`config.mk`:
```
export PLATFORM = sky130hd
export DESIGN_NAME = idrm_cell
export DESIGN_NICKNAME = d
export VERILOG_FILES = /design/src/rtl/idrm_pkg.sv /design/src/rtl/idrm_cell.sv
export SDC_FILE = /design/constraint.sdc
export NUM_CORES = 1
export LEC_CHECK = 0
export ABC_AREA = 1
export BUFFER_PORTS_ARGS = -buffer_cell sky130_fd_sc_hd__clkbuf_2
export CORE_ASPECT_RATIO = 1.75
export CORE_MARGIN = 3
export CORE_UTILIZATION = 53
export CTS_BUF_LIST = sky130_fd_sc_hd__clkbuf_16
export DETAILED_ROUTE_END_ITERATION = 7
export GPL_ROUTABILITY_DRIVEN = 0
export HOLD_SLACK_MARGIN = 0.08
export PLACE_DENSITY = 0.85
export SETUP_SLACK_MARGIN = 0.4
export SLEW_MARGIN = 20
export SYNTH_ARGS = -nofsm -noshare
export SYNTH_HDL_FRONTEND = slang
export SYNTH_SLANG_ARGS = --single-unit
```
`constraint.sdc`:
```
create_clock -name clk -period 2.6 [get_ports clk]
set_input_delay 0.13 -clock clk [delete_from_list [all_inputs] [get_ports clk]]
set_output_delay 0.13 -clock clk [all_outputs]
set_load 0.03 [all_outputs]
```
`src/rtl/idrm_pkg.sv`:
```
// Shared types and constants for the id range map table.
`timescale 1ns / 1ps
package idrm_pkg;

	localparam int unsigned ID_W = 32;
	localparam logic [ID_W-1:0] ID_NONE = '1;
	localparam logic [ID_W-1:0] OVERFLOW_RESET = 32'd65534;

	typedef enum logic [1:0] {
		CMD_CLEAR    = 2'd0,
		CMD_INSERT   = 2'd1,
		CMD_MAP_UP   = 2'd2,
		CMD_MAP_DOWN = 2'd3
	} cmd_t;

	typedef enum logic [2:0] {
		ST_OK        = 3'd0,
		ST_NOT_FOUND = 3'd1,
		ST_BAD       = 3'd2,
		ST_OVERLAP   = 3'd3,
		ST_FULL      = 3'd4
	} status_t;

	// Transaction token that walks the cell chain.
	typedef struct packed {
		logic            vld;
		cmd_t            cmd;
		logic [ID_W-1:0] id;
		logic [ID_W-1:0] id_last;
		logic [ID_W-1:0] lower_id;
		logic [ID_W-1:0] low_last;
		logic            stop;
		status_t         status;
		logic [ID_W-1:0] mapped;
	} token_t;

endpackage

```
`src/rtl/idrm_cell.sv`:
```
// One table entry cell: holds a range and checks the passing transaction against it.
`timescale 1ns / 1ps
module idrm_cell #(
	parameter int IDX = 0,
	parameter int UW  = 4
) (
	input  logic             clk,
	input  logic             arst_n,
	input  logic [UW-1:0]    used,
	input  idrm_pkg::token_t tok_in,
	output idrm_pkg::token_t tok_out
);
	import idrm_pkg::*;

	logic [ID_W-1:0] up_first_q;
	logic [ID_W-1:0] up_last_q;
	logic [ID_W-1:0] low_first_q;
	logic [ID_W-1:0] low_last_q;
	token_t          tok_q;
	token_t          tok_d;
	logic            active;
	logic            live;
	logic            wr_en;
	logic            meet_up;
	logic            meet_low;
	logic            hit_up;
	logic            hit_down;

	assign active = UW'(IDX) < used;
	assign live   = tok_in.vld && !tok_in.stop;
	assign wr_en  = live && (tok_in.cmd == CMD_INSERT) && (UW'(IDX) == used);

	assign meet_up  = (up_first_q <= tok_in.id_last) && (up_last_q >= tok_in.id);
	assign meet_low = (low_first_q <= tok_in.low_last) && (low_last_q >= tok_in.lower_id);
	assign hit_up   = (tok_in.id >= low_first_q) && (tok_in.id <= low_last_q);
	assign hit_down = (tok_in.id >= up_first_q) && (tok_in.id <= up_last_q)
		&& (tok_in.id_last >= up_first_q) && (tok_in.id_last <= up_last_q);

	always_comb begin
		tok_d = tok_in;
		if (live) begin
			unique case (tok_in.cmd)
				CMD_INSERT: begin
					if (active && (meet_up || meet_low)) begin
						tok_d.status = ST_OVERLAP;
						tok_d.stop   = 1'b1;
					end else if (wr_en) begin
						tok_d.stop = 1'b1;
					end
				end
				CMD_MAP_UP: begin
					if (active && hit_up) begin
						tok_d.mapped = (tok_in.id - low_first_q) + up_first_q;
						tok_d.status = ST_OK;
						tok_d.stop   = 1'b1;
					end
				end
				CMD_MAP_DOWN: begin
					if (active && hit_down) begin
						tok_d.mapped = (tok_in.id - up_first_q) + low_first_q;
						tok_d.status = ST_OK;
						tok_d.stop   = 1'b1;
					end
				end
				default: begin
				end
			endcase
		end
	end

	always_ff @(posedge clk) begin
		if (wr_en) begin
			up_first_q  <= tok_in.id;
			up_last_q   <= tok_in.id_last;
			low_first_q <= tok_in.lower_id;
			low_last_q  <= tok_in.low_last;
		end
	end

	always_ff @(posedge clk or negedge arst_n) begin
		if (!arst_n) begin
			tok_q.vld <= 1'b0;
		end else begin
			tok_q <= tok_d;
		end
	end

	assign tok_out = tok_q;

endmodule

```
==> results_dict.tcl, run 1 <==
set metrics [dict create \
    syn_inst 2587 \
    status "did not finish" \
    synth.ff_latch_count 295 \
    synth_top_cell_by_area "edfxtp_1" \
    port_buffers 339 \
    cts.sinks 295 \
    numCtsBuffers 28 \
    rows 99 \
    dieWidth_um 162 \
    error "[ERROR GRT-0232] Routing congestion too high. Check the congestion heatmap in the GUI." \
    ys_warn_count 0 \
    synth-edff-count 294 \
    synth_ff_type "edfxtp_1" \
    syn_area_per_cell_um2 8.74 \
    cts_max_level 1 \
    boundaryPins 340 \
    synth-async-reset-ratio_pct 0.339 \
    worst_endpoint "tok_out[16]$_DFFE_PP_/D" \
    yosysMostFrequentCell "nand2_1" \
    root_buffer "clkbuf_16" \
    start_util_pct 53.9 \
    grt_max_degree 60 \
    fp.dieH_um 279 \
    synth_cell_types 44 \
    overflow 102 \
    clockBufferDepth 3 \
    synth_top_area_share_pct 39.0 \
    worst_path_end_type "register input" \
    hpwl_um 63600 \
    netlist_top_cells_count "612 x nand2_1, 484 x inv_1, 319 x ha_1" \
    synth.area.top_cells "edfxtp_1 39%, ha_1 18%, nand2_1 10%" \
    synth_area_mm2 0.0226 \
    grt_use_total_pct 59.3 \
    haltStage "global routing (5_1_grt)" \
    ys_seq_area_share_pct 39.1 \
    synth.net_count 3141 \
]
## per-stage QoR
step	utilization, %	cells	setup slack (ns)	cell area, µm²
floorplan	-	2587	-1.55	23400
global placement	68.3	3847	-0.359	28700
detailed placement	68.3	3847	-0.453	28700
CTS	77.4	4102	-0.388	32500
## what timing repair did
item | 4_1_cts
gates cloned | 4
resized for setup | 210
hold buffers | 169
endpoints found under the hold margin | 348
buffers inserted | 31
setup endpoints to repair | 36
pin swaps | 83
## layer usage
layer / overflow / global-route usage [%]
met5: 0 / 15.5
met4: 46 / 61.1
met3: 0 / 40.3
met2: 56 / 80.5
met1: 0 / 55.9
## cells by family after synthesis
group / synth area share (%)
adder cells (fa/ha/maj): 23.1
XOR/XNOR: 1.59
buffers and inverters: 8.86
flip-flops: 39.1
AO/OA/AOI/OAI: 7.43
AND/OR/NAND/NOR: 19.8
==> run 2, diff against run 1 <==
==> config.mk (replaced) <==
export PLATFORM = sky130hd
export DESIGN_NAME = idrm_cell
export DESIGN_NICKNAME = d
export VERILOG_FILES = /design/src/rtl/idrm_pkg.sv /design/src/rtl/idrm_cell.sv
export SDC_FILE = /design/constraint.sdc
export NUM_CORES = 1
export LEC_CHECK = 0
export ABC_AREA = 1
export BUFFER_PORTS_ARGS = -buffer_cell sky130_fd_sc_hd__clkbuf_2
export CORE_MARGIN = 3
export CORE_UTILIZATION = 40
export DETAILED_ROUTE_END_ITERATION = 7
export GPL_ROUTABILITY_DRIVEN = 0
export PLACE_DENSITY_LB_ADDON = 0.15
export SLEW_MARGIN = 20
export SYNTH_ARGS = -nofsm -noshare
export SYNTH_HDL_FRONTEND = slang
export SYNTH_SLANG_ARGS = --single-unit
==> constraint.sdc (replaced) <==
create_clock -name clk -period 3.4 [get_ports clk]
set_input_delay 0.17 -clock clk [delete_from_list [all_inputs] [get_ports clk]]
set_output_delay 0.17 -clock clk [all_outputs]
set_load 0.03 [all_outputs]
==> results_dict.tcl, run 2 <==
set metrics [dict create \
    synth-async-reset-ratio_pct 0.339 \
    largest_register_ffs 167 \
    reg2reg_to "tok_out[13]$_DFFE_PP_" \
    vias 19892 \
    ir_drop_uv 312 \
    cp.depth 13 \
    power.density_mw_per_mm2 369 \
    worstSetupStartpoint "low_first_q[12]$_DFFE_PP_" \
    yosysMostFrequentCell "nand2_1" \
    drt_wl_total_um 71900 \
    fill_cells 5274 \
    synth_top_cell_by_area "edfxtp_1" \
    cp.required_ns 3.70 \
    netlist_top_cells_count "612 x nand2_1, 484 x inv_1, 319 x ha_1" \
    synth.net_count 3141 \
    layout_common_cells "603 x nand2_1, 483 x inv_1, 336 x clkbuf_2" \
    boundaryPins 340 \
    finalSetupViolations 0 \
    rows 86 \
    grt_pass1_wl_um 113000 \
    setup_ws_ns 0.0763 \
    final-hold-violation-count 0 \
    die_area_mm2 0.0594 \
    hold_path.class "in2reg" \
    insertion_delay_ns 0.56 \
    synth_cell_types 44 \
    via_per_inst 5.06 \
    cp_max_fo 5 \
    start_util_pct 40.7 \
    diodes 0 \
    fin_crit_sh_pct 97.8 \
    port_buffers 339 \
    grt_antenna_before_repair 0 \
    timing.critical_path.mode_cell "nand2_1" \
    tritoncts "done" \
    grt_pass1_vias 20420 \
    syn_inst 2587 \
    drt_iter0_drc 1367 \
    crit_buf_inv 1 \
    syn_to_final_growth_pct 26.0 \
    drc 0 \
    ys_warn_count 0 \
    fin_skew_ns 0.0230 \
    ys_seq_area_share_pct 39.1 \
    grt_max_degree 81 \
    worst_pin_slew_ns 0.813 \
    slowest_stage "fa_1" \
    synth_top_area_share_pct 39.0 \
    clkPwrFrac_pct 37.5 \
    cp.arrival_ns 3.62 \
    numCtsBuffers 36 \
    hpwl_um 57200 \
    dieWidth_um 244 \
    drv_slew 0 \
    maxSlewHeadroom_pct 45.4 \
    cpLargestDelayFamily "adder cells" \
    overflow 0 \
    synth.area.top_cells "edfxtp_1 39%, ha_1 18%, nand2_1 10%" \
    status "finished clean" \
    path_cells "fa_1, inv_1, ha_1, a21oi_1, o21ai_0, a21oi_1, nand2_2, xnor2_1, nand3_1, nand3_1, nand2_1, nand2_1, nand2_1" \
    layout-drive-gt1-share_pct 16.3 \
    crit_type "reg2reg" \
    p_leak_nw 14.1 \
    multi_input_area_mm2 0.0119 \
    drv_cap 0 \
    switching_share_pct 30.1 \
    synth_ff_type "edfxtp_1" \
    nets 3709 \
    fp.dieH_um 244 \
    synth-edff-count 294 \
    internal_power_mw 7.35 \
    final_common_cell "nand2_1" \
    avgRoutedWirePerCell_um 18.3 \
    r2r_start "low_first_q[12]$_DFFE_PP_" \
    end_kind "flop" \
    cpPeakStageDelay_ns 0.53 \
    clk_pin_slew_worst_paths_ns 0.06 \
    core_area_mm2 0.0555 \
    p_seq_share_pct 40.2 \
    whs_ns 0.0190 \
    synth.ff_latch_count 295 \
    cts.sinks 295 \
    cts_max_level 2 \
    fmax_ghz 0.301 \
    switching_power_mw 3.17 \
    r2r_setup_slack_ns 0.08 \
    crit_path_end "tok_out[13]$_DFFE_PP_" \
    clockBufferDepth 3 \
    synth_area_mm2 0.0226 \
    drtPass1Iterations 5 \
    hold_depth 2 \
    total_power_mw 10.5 \
    start_kind "flop" \
    root_buffer "clkbuf_16" \
    grt_use_total_pct 24.0 \
    seq_area_mm2 0.00885 \
    ff2ff_path_depth 13 \
    comb_power_share_pct 22.2 \
    drtAntennaViolNets 0 \
    syn_area_per_cell_um2 8.74 \
    pre_cts_ws_ns 0.116 \
    finalWorstPathRequiredPeriod_ns 3.32 \
]
==> run 2: cell counts after synthesis <==
No cell type changed its count.
==> run 2: timing repair <==
item,CTS,global route
buffers inserted,0,6
setup endpoints to repair,0,20
endpoints found under the hold margin,266,0
hold buffers,154,0
resized for setup,0,47
==> run 2: worst min-delay path by stage <==
| stage | startpoint | endpoint |
|---|---|---|
| floorplan | arst_n | tok_out[166]$_DFF_PN0_ |
| global placement | tok_in[166] | tok_out[166]$_DFF_PN0_ |
| detailed placement | tok_in[166] | tok_out[166]$_DFF_PN0_ |
| CTS | tok_in[142] | up_first_q[10]$_DFFE_PP_ |
| global route | tok_in[135] | tok_out[135]$_DFFE_PP_ |
| finish | tok_in[135] | tok_out[135]$_DFFE_PP_ |
==> run 2: per-layer routing <==
layer / global-route usage (%) / wire length [µm]
met5: 0 / 0
met3: 3.49 / 4120
met4: 6.39 / 1920
met1: 33.1 / 33000
met2: 39.6 / 32900
==> run 2: cells by family after synthesis <==
logic type,share of synthesized area (%)
adders and majority gates,23.1
and+or+nand+nor,19.8
xor gates and xnor gates,1.59
DFF,39.1
buffers and inverters,8.86
AOI/OAI and AO/OA,7.43
==> run 2: cell type report <==
cell class	count	share of cell area, %
inverters	487	6.42
multi-input cells	1779	41.8
well taps	748	3.28
clock inverters	21	0.795
clock buffers	45	3.43
flip-flops and latches	295	31.1
repair buffers	556	13.2
==> run 2: power groups by stage <==
| stage | registers, mW | clock network (mW) | logic, mW |
|---|---|---|---|
| detailed placement | 4.31 | 0 | 2.14 |
| floorplan | 4.63 | 0 | 0.998 |
| global placement | 4.31 | 0 | 2.12 |
| CTS | 4.24 | 4.05 | 2.29 |
| finish | 4.24 | 3.95 | 2.34 |
| global route | 4.25 | 4.19 | 2.57 |
==> run 2: through the flow <==
| step | cell area, µm² | cells | utilization, % | setup TNS (ns) |
|---|---|---|---|---|
| global placement | 25600 | 3705 | 46.1 | 0 |
| finish | 28500 | 3931 | 51.3 | 0 |
| floorplan | 22700 | 2587 | - | -101.84 |
| detailed placement | 25600 | 3705 | 46.1 | 0 |
| global route | 28500 | 3931 | 51.3 | -0.0215 |
| CTS | 28300 | 3925 | 51.0 | 0 |
(Power assumes the default switching activity.)
==> run 3, diff against run 2 <==
--- a/config.mk
+++ b/config.mk
@@ -7,6 +7,8 @@
 export LEC_CHECK = 0
 export ABC_AREA = 1
 export BUFFER_PORTS_ARGS = -buffer_cell sky130_fd_sc_hd__clkbuf_2
+export CELL_PAD_IN_SITES_DETAIL_PLACEMENT = 0
+export CELL_PAD_IN_SITES_GLOBAL_PLACEMENT = 1
 export CORE_MARGIN = 3
 export CORE_UTILIZATION = 40
 export DETAILED_ROUTE_END_ITERATION = 7
==> results_dict.tcl, run 3 (same netlist as run 2, synthesis figures left out) <==
set metrics [dict create \
    insertion_delay_ns 0.56 \
    nets 3722 \
    fin_crit_sh_pct 95.7 \
    maxSlewHeadroom_pct 40.2 \
    hpwl_um 59900 \
    final_common_cell "nand2_1" \
    fmax_ghz 0.307 \
    fp.dieH_um 244 \
    grt_pass1_vias 20100 \
    cts.sinks 295 \
    drv_slew 0 \
    status "finished clean" \
    setup_tns_ns 0 \
    clockBufferDepth 3 \
    whs_ns 0.0278 \
    multi_input_area_mm2 0.0120 \
    comb_power_share_pct 22.0 \
    tritoncts "done" \
    port_buffers 339 \
    switching_share_pct 30.2 \
    via_per_inst 5.00 \
    placed_area_mm2 0.0257 \
    p_leak_nw 14.2 \
    diodes 0 \
    ff2ff_path_depth 16 \
    avgRoutedWirePerCell_um 18.9 \
    drtPass1Iterations 5 \
    drv_cap 0 \
    root_buffer "clkbuf_16" \
    cp.required_ns 3.71 \
    finalInstanceArea_mm2 0.0287 \
    hold_depth 2 \
    total_power_mw 10.8 \
    seq_area_mm2 0.00885 \
    grt_antenna_before_repair 0 \
    cp_max_fo 4 \
    finalSetupViolations 0 \
    start_kind "flop" \
    dieWidth_um 244 \
    worst_pin_slew_ns 0.891 \
    ir_drop_uv 341 \
    layout-drive-gt1-share_pct 17.0 \
    grt_max_degree 76 \
    syn_to_final_growth_pct 26.9 \
    crit_type "reg2reg" \
    end_kind "flop" \
    p_seq_share_pct 39.2 \
    rows 86 \
    overflow 0 \
    internal_power_mw 7.53 \
    final-hold-violation-count 0 \
    largest_register_ffs 167 \
    hold_path.class "in2reg" \
    cp.arrival_ns 3.57 \
    cts_max_level 2 \
    vias 19732 \
    drtAntennaViolNets 0 \
    clkPwrFrac_pct 38.7 \
    grt_use_total_pct 24.8 \
    fill_cells 5248 \
    drt_iter0_drc 1277 \
    rsz0062_at_grt "true" \
    core_area_mm2 0.0555 \
    switching_power_mw 3.26 \
    start_util_pct 40.7 \
    boundaryPins 340 \
    die_area_mm2 0.0594 \
    drt_wl_total_um 74400 \
    layout_common_cells "599 x nand2_1, 484 x inv_1, 338 x clkbuf_2" \
    clk_pin_slew_worst_paths_ns 0.06 \
    power.density_mw_per_mm2 376 \
    finalWorstPathRequiredPeriod_ns 3.26 \
    fin_skew_ns 0.0157 \
    drc 0 \
    grt_pass1_wl_um 115000 \
    numCtsBuffers 38 \
]
==> run 3: cell types whose count changed in the layout (fill, tap and decap cells not counted), moves of 3 or more <==
cell | before | now
nand2_2 | 12 | 16
a21oi_2 | 10 | 3
nand3_2 | 4 | 7
a21oi_1 | 178 | 185
dlygate4sd3_1 | 154 | 151
xnor2_2 | 1 | 4
nand2_1 | 603 | 599
buf_4 | 60 | 71
xnor2_1 | 33 | 30
==> run 3: layout make-up <==
class / count / share of cell area (%)
Inverter: 487 / 6.37
Tap cell: 748 / 3.26
Timing Repair Buffer: 566 / 13.4
Clock inverter: 24 / 1.08
Multi-Input combinational cell: 1780 / 41.7
Sequential cell: 295 / 30.8
Clock buffer: 43 / 3.38
==> run 3: routing by layer <==
layer,wire length [µm],up-vias,track usage [%]
li1,-,9747,-
met1,34500,9335,34.8
met2,34100,555,40.9
met3,4070,95,3.51
met4,1750,0,5.73
met5,0,-,0
==> run 3: what timing repair did <==
| action | CTS | global route |
|---|---|---|
| cloned | 0 | 1 |
| pin swaps | 0 | 3 |
| setup buffers | 0 | 4 |
| hold endpoints to repair | 261 | 0 |
| hold buffers | 151 | 0 |
| setup endpoints to repair | 1 | 29 |
| resized for setup | 1 | 48 |
==> run 3: worst paths after layout <==
kind	slack (ns)	from	to
setup reg to reg	0.14	up_first_q[10]$_DFFE_PP_	tok_out[23]$_DFFE_PP_
max in group asynchronous	3.08	arst_n	tok_out[166]$_DFF_PN0_
hold / removal	0.03	tok_in[136]	up_first_q[4]$_DFFE_PP_
hold reg to reg	1.08	low_first_q[0]$_DFFE_PP_	tok_out[0]$_DFFE_PP_
setup / recovery	0.14	up_first_q[10]$_DFFE_PP_	tok_out[23]$_DFFE_PP_
min in group asynchronous	0.15	arst_n	tok_out[166]$_DFF_PN0_
==> run 3: power groups by stage <==
stage | logic (mW) | clock network, mW | registers (mW)
after CTS | 2.34 | 4.29 | 4.24
after detailed placement | 2.19 | 0 | 4.31
final | 2.38 | 4.18 | 4.24
after global routing | 2.61 | 4.42 | 4.25
after floorplan | 0.998 | 0 | 4.63
after global placement | 2.18 | 0 | 4.31
==> run 3: critical path, stage by stage, from the launching register on <==
cell      delay (ns)
edfxtp_1        0.37
inv_1           0.10
fa_1            0.57
inv_1           0.09
ha_1            0.36
a21oi_1         0.26
o21ai_0         0.20
a21oi_1         0.17
nand2_1         0.15
nand2_1         0.09
nand2_1         0.06
xor2_1          0.15
buf_4           0.15
nand4_1         0.09
nand3_1         0.08
nand2_1         0.06
nand2_1         0.05
==> run 3: stage by stage <==
step / std cells / util (%) / setup WS [ns]
6_report: 3943 / 51.7 / 0.145
5_1_grt: 3943 / 51.7 / -0.0706
4_1_cts: 3938 / 51.3 / 0.000385
3_5_place_dp: 3720 / 46.3 / -0.00884
3_3_place_gp: 3720 / 46.3 / 0.0365
2_1_floorplan: 2587 / - / -0.790
==> run 4, diff against run 3 <==
--- a/config.mk
+++ b/config.mk
@@ -9,10 +9,11 @@
 export BUFFER_PORTS_ARGS = -buffer_cell sky130_fd_sc_hd__clkbuf_2
 export CELL_PAD_IN_SITES_DETAIL_PLACEMENT = 0
 export CELL_PAD_IN_SITES_GLOBAL_PLACEMENT = 1
-export CORE_MARGIN = 3
+export CORE_MARGIN = 4
 export CORE_UTILIZATION = 40
 export DETAILED_ROUTE_END_ITERATION = 7
 export GPL_ROUTABILITY_DRIVEN = 0
+export GPL_TIMING_DRIVEN = 0
 export PLACE_DENSITY_LB_ADDON = 0.15
 export SLEW_MARGIN = 20
 export SYNTH_ARGS = -nofsm -noshare
==> constraint.sdc (replaced) <==
create_clock -name clk -period 3.4 [get_ports clk]
set_input_delay 0.17 -clock clk [delete_from_list [all_inputs] [get_ports clk]]
set_output_delay 0.17 -clock clk [all_outputs]
set_load 0.1 [all_outputs]
==> results_dict.tcl, run 4 (same netlist as run 2, synthesis figures left out) <==
set metrics [dict create \
    layout-drive-gt1-share_pct 16.3 \
    path_cells "inv_1, fa_1, inv_1, ha_2, a21oi_1, o21ai_0, a21oi_1, nor2_1, nor2_1, nand3_1, nand2_1, nand4_1, nand3_1, nand2_1, nand2_1, nand2_1" \
    drc 0 \
    worstSetupStartpoint "up_first_q[15]$_DFFE_PP_" \
    start_util_pct 40.7 \
    pre_cts_ws_ns -0.0228 \
    finalInstanceArea_mm2 0.0286 \
    clockBufferDepth 3 \
    cpLargestDelayFamily "simple AND/OR/NAND/NOR gates" \
    numCtsBuffers 36 \
    timing.critical_path.mode_cell "nand2_1" \
    grt_max_degree 96 \
    tritoncts "done" \
    clk_pin_slew_worst_paths_ns 0.06 \
    fin_crit_sh_pct 97.4 \
    drt_wl_total_um 70600 \
    final-hold-violation-count 0 \
    cpPeakStageDelay_ns 0.46 \
    largest_register_ffs 167 \
    cts_max_level 2 \
    maxSlewHeadroom_pct 42.7 \
    switching_share_pct 35.1 \
    fin_skew_ns 0.0203 \
    p_seq_share_pct 37.5 \
    grt_use_total_pct 23.0 \
    grt_pass1_vias 20152 \
    cp_max_fo 4 \
    cp.arrival_ns 3.61 \
    power.density_mw_per_mm2 395 \
    cts.sinks 295 \
    port_buffers 339 \
    r2r_setup_slack_ns 0.09 \
    overflow 0 \
    drt_iter0_drc 1016 \
    avgRoutedWirePerCell_um 18.0 \
    rsz0062_at_grt "true" \
    die_area_mm2 0.0604 \
    drtPass1Iterations 5 \
    comb_power_share_pct 27.9 \
    internal_power_mw 7.34 \
    start_kind "flop" \
    whs_endpoint "tok_out[150]$_DFFE_PP_" \
    total_power_mw 11.3 \
    reg2reg_to "tok_out[28]$_DFFE_PP_" \
    drv_slew 0 \
    hold_depth 1 \
    vias 19544 \
    boundaryPins 340 \
    diodes 0 \
    finalSetupViolations 0 \
    hold_path.class "in2reg" \
    status "finished clean" \
    clkPwrFrac_pct 34.7 \
    finalWorstPathRequiredPeriod_ns 3.31 \
    ir_drop_uv 354 \
    min_from "tok_in[150]" \
    cp.required_ns 3.70 \
    via_per_inst 4.99 \
    switching_power_mw 3.96 \
    insertion_delay_ns 0.56 \
    drv_cap 0 \
    p_leak_nw 14.1 \
    layout_common_cells "601 x nand2_1, 484 x inv_1, 318 x clkbuf_2" \
    placed_area_mm2 0.0255 \
    grt_pass1_wl_um 109000 \
    drtAntennaViolNets 0 \
    end_kind "flop" \
    worst_pin_slew_ns 0.852 \
    grt_antenna_before_repair 0 \
    fmax_ghz 0.302 \
    final_common_cell "nand2_1" \
    root_buffer "clkbuf_16" \
    nets 3698 \
    core_area_mm2 0.0555 \
    crit_buf_inv 2 \
    rows 86 \
    crit_type "reg2reg" \
    fp.dieH_um 246 \
    r2r_start "up_first_q[15]$_DFFE_PP_" \
    hpwl_um 57500 \
    ff2ff_path_depth 16 \
    syn_to_final_growth_pct 26.5 \
    setup_ws_ns 0.0898 \
    slowest_stage "fa_1" \
    dieWidth_um 246 \
]
run 4: changes by cell type in the layout (fill, tap and decap cells not counted), sizes merged:
cell | before | now
nand3 | 152 | 151
buf | 77 | 43
clkbuf | 381 | 378
bufinv | 6 | 5
clkinv | 15 | 12
dlygate4sd3 | 151 | 164
inv | 487 | 488
run 4: how the worst max path moves through the flow:
stage | end | slack, ns | cells past startpoint
after global placement | up_last_q[27]$_DFFE_PP_ | -2.84 | 5
after floorplan | low_first_q[0]$_DFFE_PP_ | -0.79 | 4
after CTS | tok_out[16]$_DFFE_PP_ | 0.03 | 13
after detailed placement | tok_out[30]$_DFFE_PP_ | -0.02 | 22
after global routing | tok_out[28]$_DFFE_PP_ | -0.06 | 19
final | tok_out[28]$_DFFE_PP_ | 0.09 | 16
run 4: power groups by stage:
stage	clock network [mW]	logic (mW)	registers, mW
CTS	4.03	3.09	4.24
detailed placement	0	2.93	4.31
global placement	0	2.90	4.32
global route	4.17	3.38	4.25
floorplan	0	0.998	5.44
finish	3.92	3.15	4.24
run 4: what timing repair did:
action / CTS / global route
gates resized for setup: 0 / 104
setup endpoints to repair: 6 / 25
endpoints found under the hold margin: 286 / 0
pin swaps: 0 / 2
setup buffers: 1 / 5
hold buffers: 164 / 0
run 4: layout make-up:
class / instances / area [µm²]
clock inverters: 21 / 272
well taps: 748 / 936
plain buffers: 26 / 183
flip-flops and latches: 295 / 8850
fillers: 5294 / 26900
multi-input cells: 1779 / 12000
inverters: 487 / 1830
repair buffers: 519 / 3580
clock buffers: 40 / 916
run 4: worst reg2reg max path: cells and delay by family (launching register included):
family	cells	cell delay (ns)
flops	1	0.43
compound gates	3	0.70
buf+inv	2	0.28
simple gates	9	0.87
fa+ha+maj	2	0.78
run 4: stage by stage:
| step | cells | utilization [%] | hold WS (ns) | TNS [ns] |
|---|---|---|---|---|
| final | 3915 | 51.5 | 0.0245 | 0 |
| after floorplan | 2587 | - | -0.126 | -101.84 |
| after detailed placement | 3684 | 45.8 | 0.267 | -0.0902 |
| after global routing | 3915 | 51.5 | 0.0100 | -0.140 |
| after global placement | 3674 | 45.5 | 0.309 | -392.05 |
| after CTS | 3910 | 51.0 | 0.00176 | 0 |
run 4: per-layer routing:
layer	part of all wire [%]	GRT usage, %	vias to the layer above	routed length [µm]
met3	5.3	3.29	95	3770
met2	47	39.2	499	33000
li1	-	-	9700	-
met4	2.4	5.79	0	1720
met5	0	0	-	0
met1	45	31.1	9250	32100
